==> config.mk <==
export PLATFORM = sky130hd
export DESIGN_NAME = parallel_printer_line_buffer_flat
export DESIGN_NICKNAME = d
export VERILOG_FILES = /design/src/hw/rtl/ppl_pkg.sv /design/src/hw/rtl/ppl_if.sv /design/src/hw/rtl/ppl_ram.sv /design/src/hw/rtl/ppl_ctrl.sv /design/src/hw/rtl/ppl_datapath.sv /design/src/hw/rtl/parallel_printer_line_buffer.sv /design/src/flat_wrapper.sv
export SDC_FILE = /design/constraint.sdc
export NUM_CORES = 1
export LEC_CHECK = 0
export ABC_CLOCK_PERIOD_IN_PS = 8590
export BUFFER_PORTS_ARGS = -buffer_cell sky130_fd_sc_hd__buf_2
export CAP_MARGIN = 20
export CORE_ASPECT_RATIO = 0.7
export CORE_MARGIN = 4
export CORE_UTILIZATION = 36
export DETAILED_ROUTE_END_ITERATION = 16
export PLACE_DENSITY_LB_ADDON = 0.3
export RECOVER_POWER = 100
export SETUP_SLACK_MARGIN = 0.5
export SLEW_MARGIN = 40
export SYNTH_ARGS = -nofsm -noshare
export SYNTH_HDL_FRONTEND = slang
export SYNTH_SLANG_ARGS = --single-unit
==> constraint.sdc <==
create_clock -name i_clk -period 8.59 [get_ports i_clk]
set_clock_uncertainty 0.2 [all_clocks]
set_input_delay 0.4295 -clock i_clk [delete_from_list [all_inputs] [get_ports i_clk]]
set_output_delay 0.4295 -clock i_clk [all_outputs]
set_load 0.03 [all_outputs]
==> src/hw/rtl/ppl_pkg.sv <==
// Package with shared constants, types and register codes of the printer line buffer.
`default_nettype none
package ppl_pkg;

    localparam int STORE_DEPTH = 32;
    localparam int CUR_W       = $clog2(STORE_DEPTH + 1);
    localparam int ADDR_W      = (STORE_DEPTH > 1) ? $clog2(STORE_DEPTH) : 1;
    localparam int FILL_W      = 6;
    localparam int PADDR_W     = 4;

    localparam logic [7:0] CH_CR = 8'h0D;
    localparam logic [7:0] CH_LF = 8'h0A;

    localparam logic [FILL_W-1:0] FILL_MAX = '1;

    localparam logic [1:0] REG_LINE_LIMIT    = 2'd0;
    localparam logic [1:0] REG_BUSY_TICKS    = 2'd1;
    localparam logic [1:0] REG_TIMEOUT_TICKS = 2'd2;

    localparam logic [5:0]  LINE_LIMIT_RST = 6'd32;
    localparam logic [7:0]  BUSY_TICKS_RST = 8'd4;
    localparam logic [31:0] TIMEOUT_RST    = 32'd1000;

    localparam int CTL_STROBE   = 0;
    localparam int CTL_AUTOFEED = 1;
    localparam int CTL_INIT     = 2;
    localparam int CTL_SELECT   = 3;

    localparam int ST_NOT_BUSY = 7;
    localparam int ST_ACK      = 6;
    localparam int ST_SELECTED = 4;

    typedef enum logic [1:0] {
        S_IDLE,
        S_STATUS,
        S_BYTE
    } t_state;

    typedef struct packed {
        logic accept;
        logic advance;
        logic byte_phase;
    } t_cmd;

    typedef struct packed {
        logic no_bytes;
        logic last_byte;
    } t_sts;

    typedef struct packed {
        logic [5:0]  line_limit;
        logic [7:0]  busy_ticks;
        logic [31:0] timeout_ticks;
    } t_cfg;

endpackage
`default_nettype wire

==> src/hw/rtl/ppl_if.sv <==
// Stream interfaces for poll ticks and result beats.
`default_nettype none
interface ppl_tick_if;
    logic       valid;
    logic       ready;
    logic [7:0] data_byte;
    logic [7:0] control_byte;

    modport source (output valid, output data_byte, output control_byte, input ready);
    modport sink (input valid, input data_byte, input control_byte, output ready);
endinterface

interface ppl_result_if;
    logic       valid;
    logic       ready;
    logic       kind;
    logic [7:0] status_byte;
    logic [7:0] line_byte;
    logic       last;

    modport source (output valid, output kind, output status_byte, output line_byte,
                    output last, input ready);
    modport sink (input valid, input kind, input status_byte, input line_byte,
                  input last, output ready);
endinterface
`default_nettype wire

==> src/hw/rtl/ppl_ram.sv <==
// Generic single-write, single-read RAM with registered read data.
`default_nettype none
module ppl_ram #(
    parameter int WIDTH = 8,
    parameter int DEPTH = 32,
    parameter int AW    = (DEPTH > 1) ? $clog2(DEPTH) : 1
) (
    input  wire logic             i_clk,
    input  wire logic             i_we,
    input  wire logic [AW-1:0]    i_waddr,
    input  wire logic [WIDTH-1:0] i_wdata,
    input  wire logic [AW-1:0]    i_raddr,
    output logic      [WIDTH-1:0] o_rdata
);

    logic [WIDTH-1:0] r_mem [DEPTH];

    always_ff @(posedge i_clk) begin
        if (i_we) begin
            r_mem[i_waddr] <= i_wdata;
        end
        o_rdata <= r_mem[i_raddr];
    end

endmodule
`default_nettype wire

==> src/hw/rtl/ppl_ctrl.sv <==
// Controller that sequences tick acceptance, the status beat and the flushed bytes.
`default_nettype none
module ppl_ctrl (
    input  wire logic          i_clk,
    input  wire logic          i_rst_n,
    input  wire logic          i_in_valid,
    output logic               o_in_ready,
    output logic               o_out_valid,
    input  wire logic          i_out_ready,
    input  wire ppl_pkg::t_sts i_sts,
    output ppl_pkg::t_cmd      o_cmd
);
    import ppl_pkg::*;

    t_state r_state;
    t_state n_state;

    always_ff @(posedge i_clk) begin
        if (!i_rst_n) begin
            r_state <= S_IDLE;
        end else begin
            r_state <= n_state;
        end
    end

    always_comb begin
        n_state = r_state;
        unique case (r_state)
            S_IDLE: begin
                if (i_in_valid) begin
                    n_state = S_STATUS;
                end
            end
            S_STATUS: begin
                if (i_out_ready) begin
                    n_state = i_sts.no_bytes ? S_IDLE : S_BYTE;
                end
            end
            S_BYTE: begin
                if (i_out_ready && i_sts.last_byte) begin
                    n_state = S_IDLE;
                end
            end
            default: n_state = S_IDLE;
        endcase
    end

    always_comb begin
        o_in_ready       = 1'b0;
        o_out_valid      = 1'b0;
        o_cmd.accept     = 1'b0;
        o_cmd.advance    = 1'b0;
        o_cmd.byte_phase = 1'b0;
        unique case (r_state)
            S_IDLE: begin
                o_in_ready   = 1'b1;
                o_cmd.accept = i_in_valid;
            end
            S_STATUS: begin
                o_out_valid = 1'b1;
            end
            S_BYTE: begin
                o_out_valid      = 1'b1;
                o_cmd.byte_phase = 1'b1;
                o_cmd.advance    = i_out_ready;
            end
            default: begin
                o_in_ready = 1'b0;
            end
        endcase
    end

endmodule
`default_nettype wire

==> src/hw/rtl/ppl_datapath.sv <==
// Datapath with printer state, line store and result formatting.
`default_nettype none
module ppl_datapath (
    input  wire logic          i_clk,
    input  wire logic          i_rst_n,
    input  wire ppl_pkg::t_cfg i_cfg,
    input  wire ppl_pkg::t_cmd i_cmd,
    output ppl_pkg::t_sts      o_sts,
    input  wire logic [7:0]    i_data_byte,
    input  wire logic [7:0]    i_control_byte,
    output logic               o_kind,
    output logic [7:0]         o_status_byte,
    output logic [7:0]         o_line_byte,
    output logic               o_last
);
    import ppl_pkg::*;

    localparam logic [CUR_W-1:0]  CUR_CAP   = CUR_W'(STORE_DEPTH);
    localparam logic [FILL_W-1:0] LIMIT_CAP = FILL_W'(STORE_DEPTH);

    logic [CUR_W-1:0]  r_cursor;
    logic [FILL_W-1:0] r_fill;
    logic              r_wait_rel;
    logic [7:0]        r_busy;
    logic              r_timer_on;
    logic [31:0]       r_elapsed;
    logic              r_last_lf;
    logic [CUR_W-1:0]  r_count;
    logic [CUR_W-1:0]  r_idx;
    logic [7:0]        r_status;

    logic [CUR_W-1:0]  n_cursor;
    logic [FILL_W-1:0] n_fill;
    logic              n_wait_rel;
    logic [7:0]        n_busy;
    logic              n_timer_on;
    logic [31:0]       n_elapsed;
    logic              n_last_lf;
    logic [CUR_W-1:0]  n_count;
    logic [7:0]        n_status;

    logic              wr_en;
    logic [7:0]        wr_char;
    logic [CUR_W-1:0]  rd_idx;
    logic [7:0]        rd_data;

    always_comb begin
        logic              not_busy;
        logic [7:0]        ch;
        logic [FILL_W-1:0] limit;
        logic              eol_flush;
        logic              flush;

        not_busy   = !r_wait_rel && (r_busy == 8'd0);
        n_cursor   = r_cursor;
        n_fill     = r_fill;
        n_wait_rel = r_wait_rel;
        n_busy     = r_busy;
        n_timer_on = r_timer_on;
        n_elapsed  = (r_timer_on && (r_elapsed != '1)) ? r_elapsed + 32'd1 : r_elapsed;
        n_last_lf  = r_last_lf;
        n_status   = 8'd0;
        wr_en      = 1'b0;
        ch         = (i_data_byte == CH_CR) ? CH_LF : i_data_byte;
        wr_char    = ch;

        n_status[ST_NOT_BUSY] = not_busy;
        if (i_control_byte[CTL_SELECT]) begin
            n_status[ST_SELECTED] = 1'b1;
            if (!i_control_byte[CTL_INIT]) begin
                n_cursor   = '0;
                n_fill     = '0;
                n_timer_on = 1'b0;
                n_elapsed  = '0;
                n_wait_rel = 1'b0;
                n_busy     = '0;
                n_last_lf  = 1'b0;
            end else if (i_control_byte[CTL_STROBE]) begin
                if (not_busy) begin
                    if ((i_data_byte == CH_CR) && !i_control_byte[CTL_AUTOFEED]) begin
                        n_cursor = '0;
                    end else if (r_cursor < CUR_CAP) begin
                        wr_en     = 1'b1;
                        n_cursor  = r_cursor + CUR_W'(1);
                        n_last_lf = (ch == CH_LF);
                    end
                    if (r_fill != FILL_MAX) begin
                        n_fill = r_fill + FILL_W'(1);
                    end
                    n_wait_rel       = 1'b1;
                    n_timer_on       = 1'b1;
                    n_elapsed        = '0;
                    n_status[ST_ACK] = 1'b1;
                end
            end else begin
                if (r_wait_rel) begin
                    n_wait_rel = 1'b0;
                    n_busy     = i_cfg.busy_ticks;
                end else if (r_busy != 8'd0) begin
                    n_busy = r_busy - 8'd1;
                end
            end
        end

        limit     = (i_cfg.line_limit < LIMIT_CAP) ? i_cfg.line_limit : LIMIT_CAP;
        eol_flush = (n_fill >= limit) ||
                    ((n_fill != '0) && (n_cursor != '0) && n_last_lf);
        flush     = eol_flush || (n_timer_on && (n_elapsed >= i_cfg.timeout_ticks));
        n_count   = flush ? n_cursor : '0;
        if (flush) begin
            n_timer_on = 1'b0;
            n_elapsed  = '0;
            n_cursor   = '0;
            if (eol_flush) begin
                n_fill = '0;
            end
        end
    end

    always_ff @(posedge i_clk) begin
        if (!i_rst_n) begin
            r_cursor   <= '0;
            r_fill     <= '0;
            r_wait_rel <= 1'b0;
            r_busy     <= '0;
            r_timer_on <= 1'b0;
            r_elapsed  <= '0;
            r_last_lf  <= 1'b0;
            r_count    <= '0;
            r_idx      <= '0;
        end else if (i_cmd.accept) begin
            r_cursor   <= n_cursor;
            r_fill     <= n_fill;
            r_wait_rel <= n_wait_rel;
            r_busy     <= n_busy;
            r_timer_on <= n_timer_on;
            r_elapsed  <= n_elapsed;
            r_last_lf  <= n_last_lf;
            r_count    <= n_count;
            r_idx      <= '0;
        end else if (i_cmd.advance) begin
            r_idx <= r_idx + CUR_W'(1);
        end
    end

    always_ff @(posedge i_clk) begin
        if (i_cmd.accept) begin
            r_status <= n_status;
        end
    end

    assign rd_idx = i_cmd.advance ? r_idx + CUR_W'(1) : r_idx;

    ppl_ram #(
        .WIDTH(8),
        .DEPTH(STORE_DEPTH)
    ) u_line_ram (
        .i_clk  (i_clk),
        .i_we   (i_cmd.accept && wr_en),
        .i_waddr(r_cursor[ADDR_W-1:0]),
        .i_wdata(wr_char),
        .i_raddr(rd_idx[ADDR_W-1:0]),
        .o_rdata(rd_data)
    );

    assign o_sts.no_bytes  = (r_count == '0);
    assign o_sts.last_byte = ((r_idx + CUR_W'(1)) == r_count);

    assign o_kind        = i_cmd.byte_phase;
    assign o_status_byte = i_cmd.byte_phase ? 8'd0 : r_status;
    assign o_line_byte   = i_cmd.byte_phase ? rd_data : 8'd0;
    assign o_last        = i_cmd.byte_phase ? o_sts.last_byte : o_sts.no_bytes;

endmodule
`default_nettype wire

==> src/hw/rtl/parallel_printer_line_buffer.sv <==
// Top level of the parallel printer line buffer with its register port.
// The status beat is offered in the cycle after a tick is accepted.
// Flushed line bytes follow the status beat at one beat per cycle from the line RAM while the result sink is ready.
// A new tick is accepted only after the status beat and the n flushed bytes (0 to 32) of the last tick are taken.
// Reset: printer state clears and registers return to defaults; no clearing pass is run.
`default_nettype none
module parallel_printer_line_buffer (
    input  wire logic                         i_clk,
    input  wire logic                         i_rst_n,
    ppl_tick_if.sink                          i_tick,
    ppl_result_if.source                      o_res,
    input  wire logic                         psel,
    input  wire logic                         penable,
    input  wire logic                         pwrite,
    input  wire logic [ppl_pkg::PADDR_W-1:0]  paddr,
    input  wire logic [31:0]                  pwdata,
    output logic      [31:0]                  prdata,
    output logic                              pready
);
    import ppl_pkg::*;

    t_cfg       r_cfg;
    t_cmd       cmd;
    t_sts       sts;
    logic [1:0] reg_idx;
    logic       wr_fire;

    assign pready  = 1'b1;
    assign reg_idx = paddr[3:2];
    assign wr_fire = psel && penable && pwrite && pready;

    always_ff @(posedge i_clk) begin
        if (!i_rst_n) begin
            r_cfg.line_limit    <= LINE_LIMIT_RST;
            r_cfg.busy_ticks    <= BUSY_TICKS_RST;
            r_cfg.timeout_ticks <= TIMEOUT_RST;
        end else if (wr_fire) begin
            unique case (reg_idx)
                REG_LINE_LIMIT:    r_cfg.line_limit    <= pwdata[5:0];
                REG_BUSY_TICKS:    r_cfg.busy_ticks    <= pwdata[7:0];
                REG_TIMEOUT_TICKS: r_cfg.timeout_ticks <= pwdata;
                default:           r_cfg               <= r_cfg;
            endcase
        end
    end

    always_comb begin
        unique case (reg_idx)
            REG_LINE_LIMIT:    prdata = {26'd0, r_cfg.line_limit};
            REG_BUSY_TICKS:    prdata = {24'd0, r_cfg.busy_ticks};
            REG_TIMEOUT_TICKS: prdata = r_cfg.timeout_ticks;
            default:           prdata = 32'd0;
        endcase
    end

    ppl_ctrl u_ctrl (
        .i_clk      (i_clk),
        .i_rst_n    (i_rst_n),
        .i_in_valid (i_tick.valid),
        .o_in_ready (i_tick.ready),
        .o_out_valid(o_res.valid),
        .i_out_ready(o_res.ready),
        .i_sts      (sts),
        .o_cmd      (cmd)
    );

    ppl_datapath u_datapath (
        .i_clk         (i_clk),
        .i_rst_n       (i_rst_n),
        .i_cfg         (r_cfg),
        .i_cmd         (cmd),
        .o_sts         (sts),
        .i_data_byte   (i_tick.data_byte),
        .i_control_byte(i_tick.control_byte),
        .o_kind        (o_res.kind),
        .o_status_byte (o_res.status_byte),
        .o_line_byte   (o_res.line_byte),
        .o_last        (o_res.last)
    );

endmodule
`default_nettype wire

==> src/flat_wrapper.sv <==
// flat-port wrapper written by rule: the top's interface ports become plain ports
module parallel_printer_line_buffer_flat import ppl_pkg::*;
  (i_clk, i_rst_n, psel, penable, pwrite, paddr, pwdata, prdata, pready, i_tick_valid, i_tick_data_byte, i_tick_control_byte, i_tick_ready, o_res_valid, o_res_kind, o_res_status_byte, o_res_line_byte, o_res_last, o_res_ready);
  ppl_tick_if i_tick_i ();
  ppl_result_if o_res_i ();
  input  wire logic i_clk;
  input  wire logic i_rst_n;
  input  wire logic psel;
  input  wire logic penable;
  input  wire logic pwrite;
  input  wire logic [ppl_pkg::PADDR_W-1:0] paddr;
  input  wire logic [31:0] pwdata;
  output logic      [31:0] prdata;
  output logic pready;
  input wire logic [$bits(i_tick_i.valid)-1:0] i_tick_valid;
  input wire logic [$bits(i_tick_i.data_byte)-1:0] i_tick_data_byte;
  input wire logic [$bits(i_tick_i.control_byte)-1:0] i_tick_control_byte;
  output wire logic [$bits(i_tick_i.ready)-1:0] i_tick_ready;
  output wire logic [$bits(o_res_i.valid)-1:0] o_res_valid;
  output wire logic [$bits(o_res_i.kind)-1:0] o_res_kind;
  output wire logic [$bits(o_res_i.status_byte)-1:0] o_res_status_byte;
  output wire logic [$bits(o_res_i.line_byte)-1:0] o_res_line_byte;
  output wire logic [$bits(o_res_i.last)-1:0] o_res_last;
  input wire logic [$bits(o_res_i.ready)-1:0] o_res_ready;
  assign i_tick_i.valid = i_tick_valid;
  assign i_tick_i.data_byte = i_tick_data_byte;
  assign i_tick_i.control_byte = i_tick_control_byte;
  assign i_tick_ready = i_tick_i.ready;
  assign o_res_valid = o_res_i.valid;
  assign o_res_kind = o_res_i.kind;
  assign o_res_status_byte = o_res_i.status_byte;
  assign o_res_line_byte = o_res_i.line_byte;
  assign o_res_last = o_res_i.last;
  assign o_res_i.ready = o_res_ready;
  parallel_printer_line_buffer u_core (.i_clk(i_clk), .i_rst_n(i_rst_n), .i_tick(i_tick_i), .o_res(o_res_i), .psel(psel), .penable(penable), .pwrite(pwrite), .paddr(paddr), .pwdata(pwdata), .prdata(prdata), .pready(pready));
endmodule
==> flow_metrics.env <==
export IMPL_status="finished, violations left"
export IMPL_failed_checks="capacitance limit, slew limit"
export IMPL_hold_end="u_core.u_datapath.r_wait_rel"
export IMPL_routabilityCongestion=0.829
export IMPL_core_mm2=0.0483
export IMPL_synth_ff_type="edfxtp_1"
export IMPL_nets=1612
export IMPL_critPathArrivalTime_ns=6.49
export IMPL_crit_path_cell_trace="nand4_1 > nor4_1 > nand4_1 > or3_1 > or3_1 > a21oi_1 > ha_1 > a21o_1 > a21o_1 > a21oi_1 > a2bb2oi_1 > a31o_2 > nand2_1 > nor3_1 > clkbuf_1 > clkbuf_1 > a22o_1"
export IMPL_die_x_um=273
export IMPL_synth_distinct_cells=69
export IMPL_reg2reg_depth=17
export IMPL_syn_inst=1387
export IMPL_max_stage_delay_ns=0.65
export IMPL_grt_ovfl_total=0
export IMPL_drt_pre_antenna_iters=5
export IMPL_gr_usage_all_layers_pct=15.9
export IMPL_power_density_mw_per_mm2=192
export IMPL_routed_via_density=5.29
export IMPL_synth_common_cells="edfxtp_1, nand2_1, dfxtp_1, nor2_1, mux4_2"
export IMPL_postRouteAntennaNets=0
export IMPL_drive_gt1_share_pct=16.2
export IMPL_seq_area_mm2=0.0102
export IMPL_min_path_cells=3
export IMPL_synth_yosys_seq_area_share_pct=57.8
export IMPL_hpwlAfterDp_um=28800
export IMPL_post_cts_buffers=0
export IMPL_r2r_slack_ns=2.38
export IMPL_clk_path_buf_depth=3
export IMPL_slew_headroom_pct=-47.4
export IMPL_grt_pass1_vias=10900
export IMPL_drc=0
export IMPL_cts_tree="yes"
export IMPL_clock_fmax_mhz=161
export IMPL_rows=67
export IMPL_crit_slowest_cell="nor3_1"
export IMPL_ir_drop_v=0.000121
export IMPL_start_util_pct=36.7
export IMPL_antenna_found_initial=1
export IMPL_die_h_um=194
export IMPL_post_drt_wl_per_cell_um=19.6
export IMPL_path_max_fanout=13
export IMPL_area_delta_synth_final_pct=15.5
export IMPL_drt_iter0_drc=827
export IMPL_worstSetupEndpointType="flop"
export IMPL_r2r_end="u_core.u_datapath.r_elapsed[19]"
export IMPL_synth_area_leaders="edfxtp_1, dfxtp_1, mux4_2"
export IMPL_yosys_warnings=0
export IMPL_htreeDepth=2
export IMPL_synth_most_common_cell="edfxtp_1"
export IMPL_drv_cap=9
export IMPL_clk_pin_slew_ns=0.06
export IMPL_crit_path_start_kind="flop"
export IMPL_p_leak_uw=0.00717
export IMPL_synth_edf_count=259
export IMPL_clk_insertion_delay_late_ns=0.54
export IMPL_hp_class="input pin to flop"
export IMPL_maxSlewViolCount=308
export IMPL_multi_input_area_mm2=0.00696
export IMPL_wl_um=42900
export IMPL_grt_max_degree=66
export IMPL_finalInstanceArea_mm2=0.0205
export IMPL_cts_buffers=40
export IMPL_num_fill_cells=4484
export IMPL_synth_seq_cells=382
export IMPL_netlist_area_mm2=0.0177
export IMPL_worstMarginPinSlew_ns=2.21
export IMPL_place_area_mm2=0.0189
export IMPL_synth_top_area_share_pct=43.9
export IMPL_min_from="i_tick_control_byte[0]"
export IMPL_syn_mean_instance_area_um2=12.8
export IMPL_route_vias_total=11600
export IMPL_critPathRequiredTime_ns=8.87
export IMPL_fin_crit_sh_pct=72.3
export IMPL_async_flop_share_pct=0
export IMPL_drt_met1_wl_um=21300
export IMPL_setup_viol=0
export IMPL_cts_root_buf="clkbuf_16"
export IMPL_highest_layer="met4"
export IMPL_period_minus_slack_ns=6.21
export IMPL_pin_count=112
export IMPL_clock_sinks=382
export IMPL_met2_length_um=18100
export IMPL_r2r_start="u_core.u_datapath.r_elapsed[4]"
export IMPL_final_hold_viol_count=0
export IMPL_fin_tns_setup_ns=0
export IMPL_io_buffers=99
export IMPL_worstSetupPathType="flop to flop"
export IMPL_wl_met3_um=2790
export IMPL_rsz0062_at_grt="false"
export IMPL_synth_top_area_cell="edfxtp_1"
export IMPL_dieArea_mm2=0.0529
export IMPL_grt_pass1_wl_um=65800
final cells by class:
cell class | instances | area share, %
Clock inverter | 25 | 1.30
Timing Repair Buffer | 147 | 4.37
Sequential cell | 382 | 50.0
Antenna cell | 2 | 0.0244
Multi-Input combinational cell | 873 | 34.0
Inverter | 59 | 1.08
Tap cell | 655 | 4.00
Clock buffer | 48 | 5.24
critical path, delay by kind of cell, from the launching register on:
| family | cells | cell delay [ns] |
|---|---|---|
| AO/OA/AOI/OAI | 7 | 1.67 |
| buffers and inverters | 2 | 1.03 |
| AND/OR/NAND/NOR | 7 | 2.52 |
| adder cells (fa/ha/maj) | 1 | 0.29 |
| flip-flops | 1 | 0.45 |
metal layers:
layer	track usage, %	vias to the layer above
met5	0	-
met4	3.50	0
met3	2.68	52
met2	22.2	312
met1	25.5	5749
li1	-	5467
state kept, by name, indices dropped and copies added (netlist names):
| signal | cells |
|---|---|
| u_core.u_datapath.r_last_lf | 1 |
| u_core.u_datapath.r_status | 3 |
| u_core.u_datapath.r_cursor | 6 |
| u_core.u_datapath.r_busy | 8 |
| u_core.u_datapath.r_timer_on | 1 |
| u_core.u_datapath.r_idx | 6 |
| u_core.u_datapath.r_count | 6 |
| u_core.u_datapath.r_fill | 6 |
| u_core.u_ctrl.r_state | 2 |
| u_core.r_cfg | 46 |
| u_core.u_datapath.u_line_ram.o_rdata | 8 |
| u_core.u_datapath.r_wait_rel | 1 |
| u_core.u_datapath.r_elapsed | 32 |
| u_core.u_datapath.u_line_ram.r_mem | 256 |
how the worst max path moves through the flow:
stage	depth (start not counted)	startpoint	slack, ns	endpoint
floorplan	16	u_core.u_datapath.r_busy[2]	4.23	u_core.u_datapath.r_elapsed[27]
global placement	16	u_core.u_datapath.r_elapsed[0]	3.17	u_core.u_datapath.r_elapsed[21]
detailed placement	17	u_core.u_datapath.r_elapsed[4]	3.42	u_core.u_datapath.r_elapsed[11]
CTS	17	u_core.u_datapath.r_elapsed[4]	3.41	u_core.u_datapath.r_elapsed[11]
global route	17	u_core.u_datapath.r_elapsed[4]	1.97	u_core.u_datapath.r_elapsed[20]
finish	17	u_core.u_datapath.r_elapsed[4]	2.38	u_core.u_datapath.r_elapsed[19]
cell usage in the layout, fill, tap and decap left out, types with 41 or more instances in the layout:
master	Yosys	layout
buf_2	1	68
clkbuf_1	57	41
clkbuf_16	0	41
dfxtp_1	123	123
edfxtp_1	259	259
ha_1	50	50
inv_1	59	59
mux4_2	80	80
nand2_1	133	133
nor2_1	91	91
o21ai_0	46	46
what timing repair did:
item,CTS,global route
endpoints found under the hold margin,41,0
setup endpoints to repair,0,0
hold buffers,33,0
resized for setup,0,0
stage by stage:
| stage | power, uW | std cells | hold slack [ns] | utilization [%] | setup WS, ns |
|---|---|---|---|---|---|
| 5_1_grt | 4080 | 2190 | 0.124 | 42.4 | 1.97 |
| 3_5_place_dp | 2190 | 2082 | 0.273 | 39.1 | 3.42 |
| 3_3_place_gp | 2190 | 2080 | 0.263 | 39.0 | 3.17 |
| 6_report | 3940 | 2191 | 0.0925 | 42.4 | 2.38 |
| 4_1_cts | 3980 | 2188 | 0.0573 | 42.6 | 3.41 |
| 2_1_floorplan | 2130 | 1391 | 0.252 | - | 4.23 |
report_power, final:
part | total (uW) | leakage [uW] | internal (uW) | switching [uW]
Clock | 1770 | 0.000658 | 1050 | 725
Sequential | 1980 | 0.00332 | 1970 | 8.97
Combinational | 184 | 0.00319 | 57.4 | 127
kinds of logic (layout without fill, tap and decap cells):
logic type	after synthesis	after routing	share of synthesized area, %
AO/OA/AOI/OAI	234	234	9.39
multiplexers	113	113	12.1
XOR/XNOR	33	33	1.63
flip-flops	382	382	57.8
buffers and inverters	136	279	3.23
other	2	8	0.0424
AND/OR/NAND/NOR	437	437	12.3
adder cells (fa/ha/maj)	50	50	3.53
(Power assumes the default switching activity.)
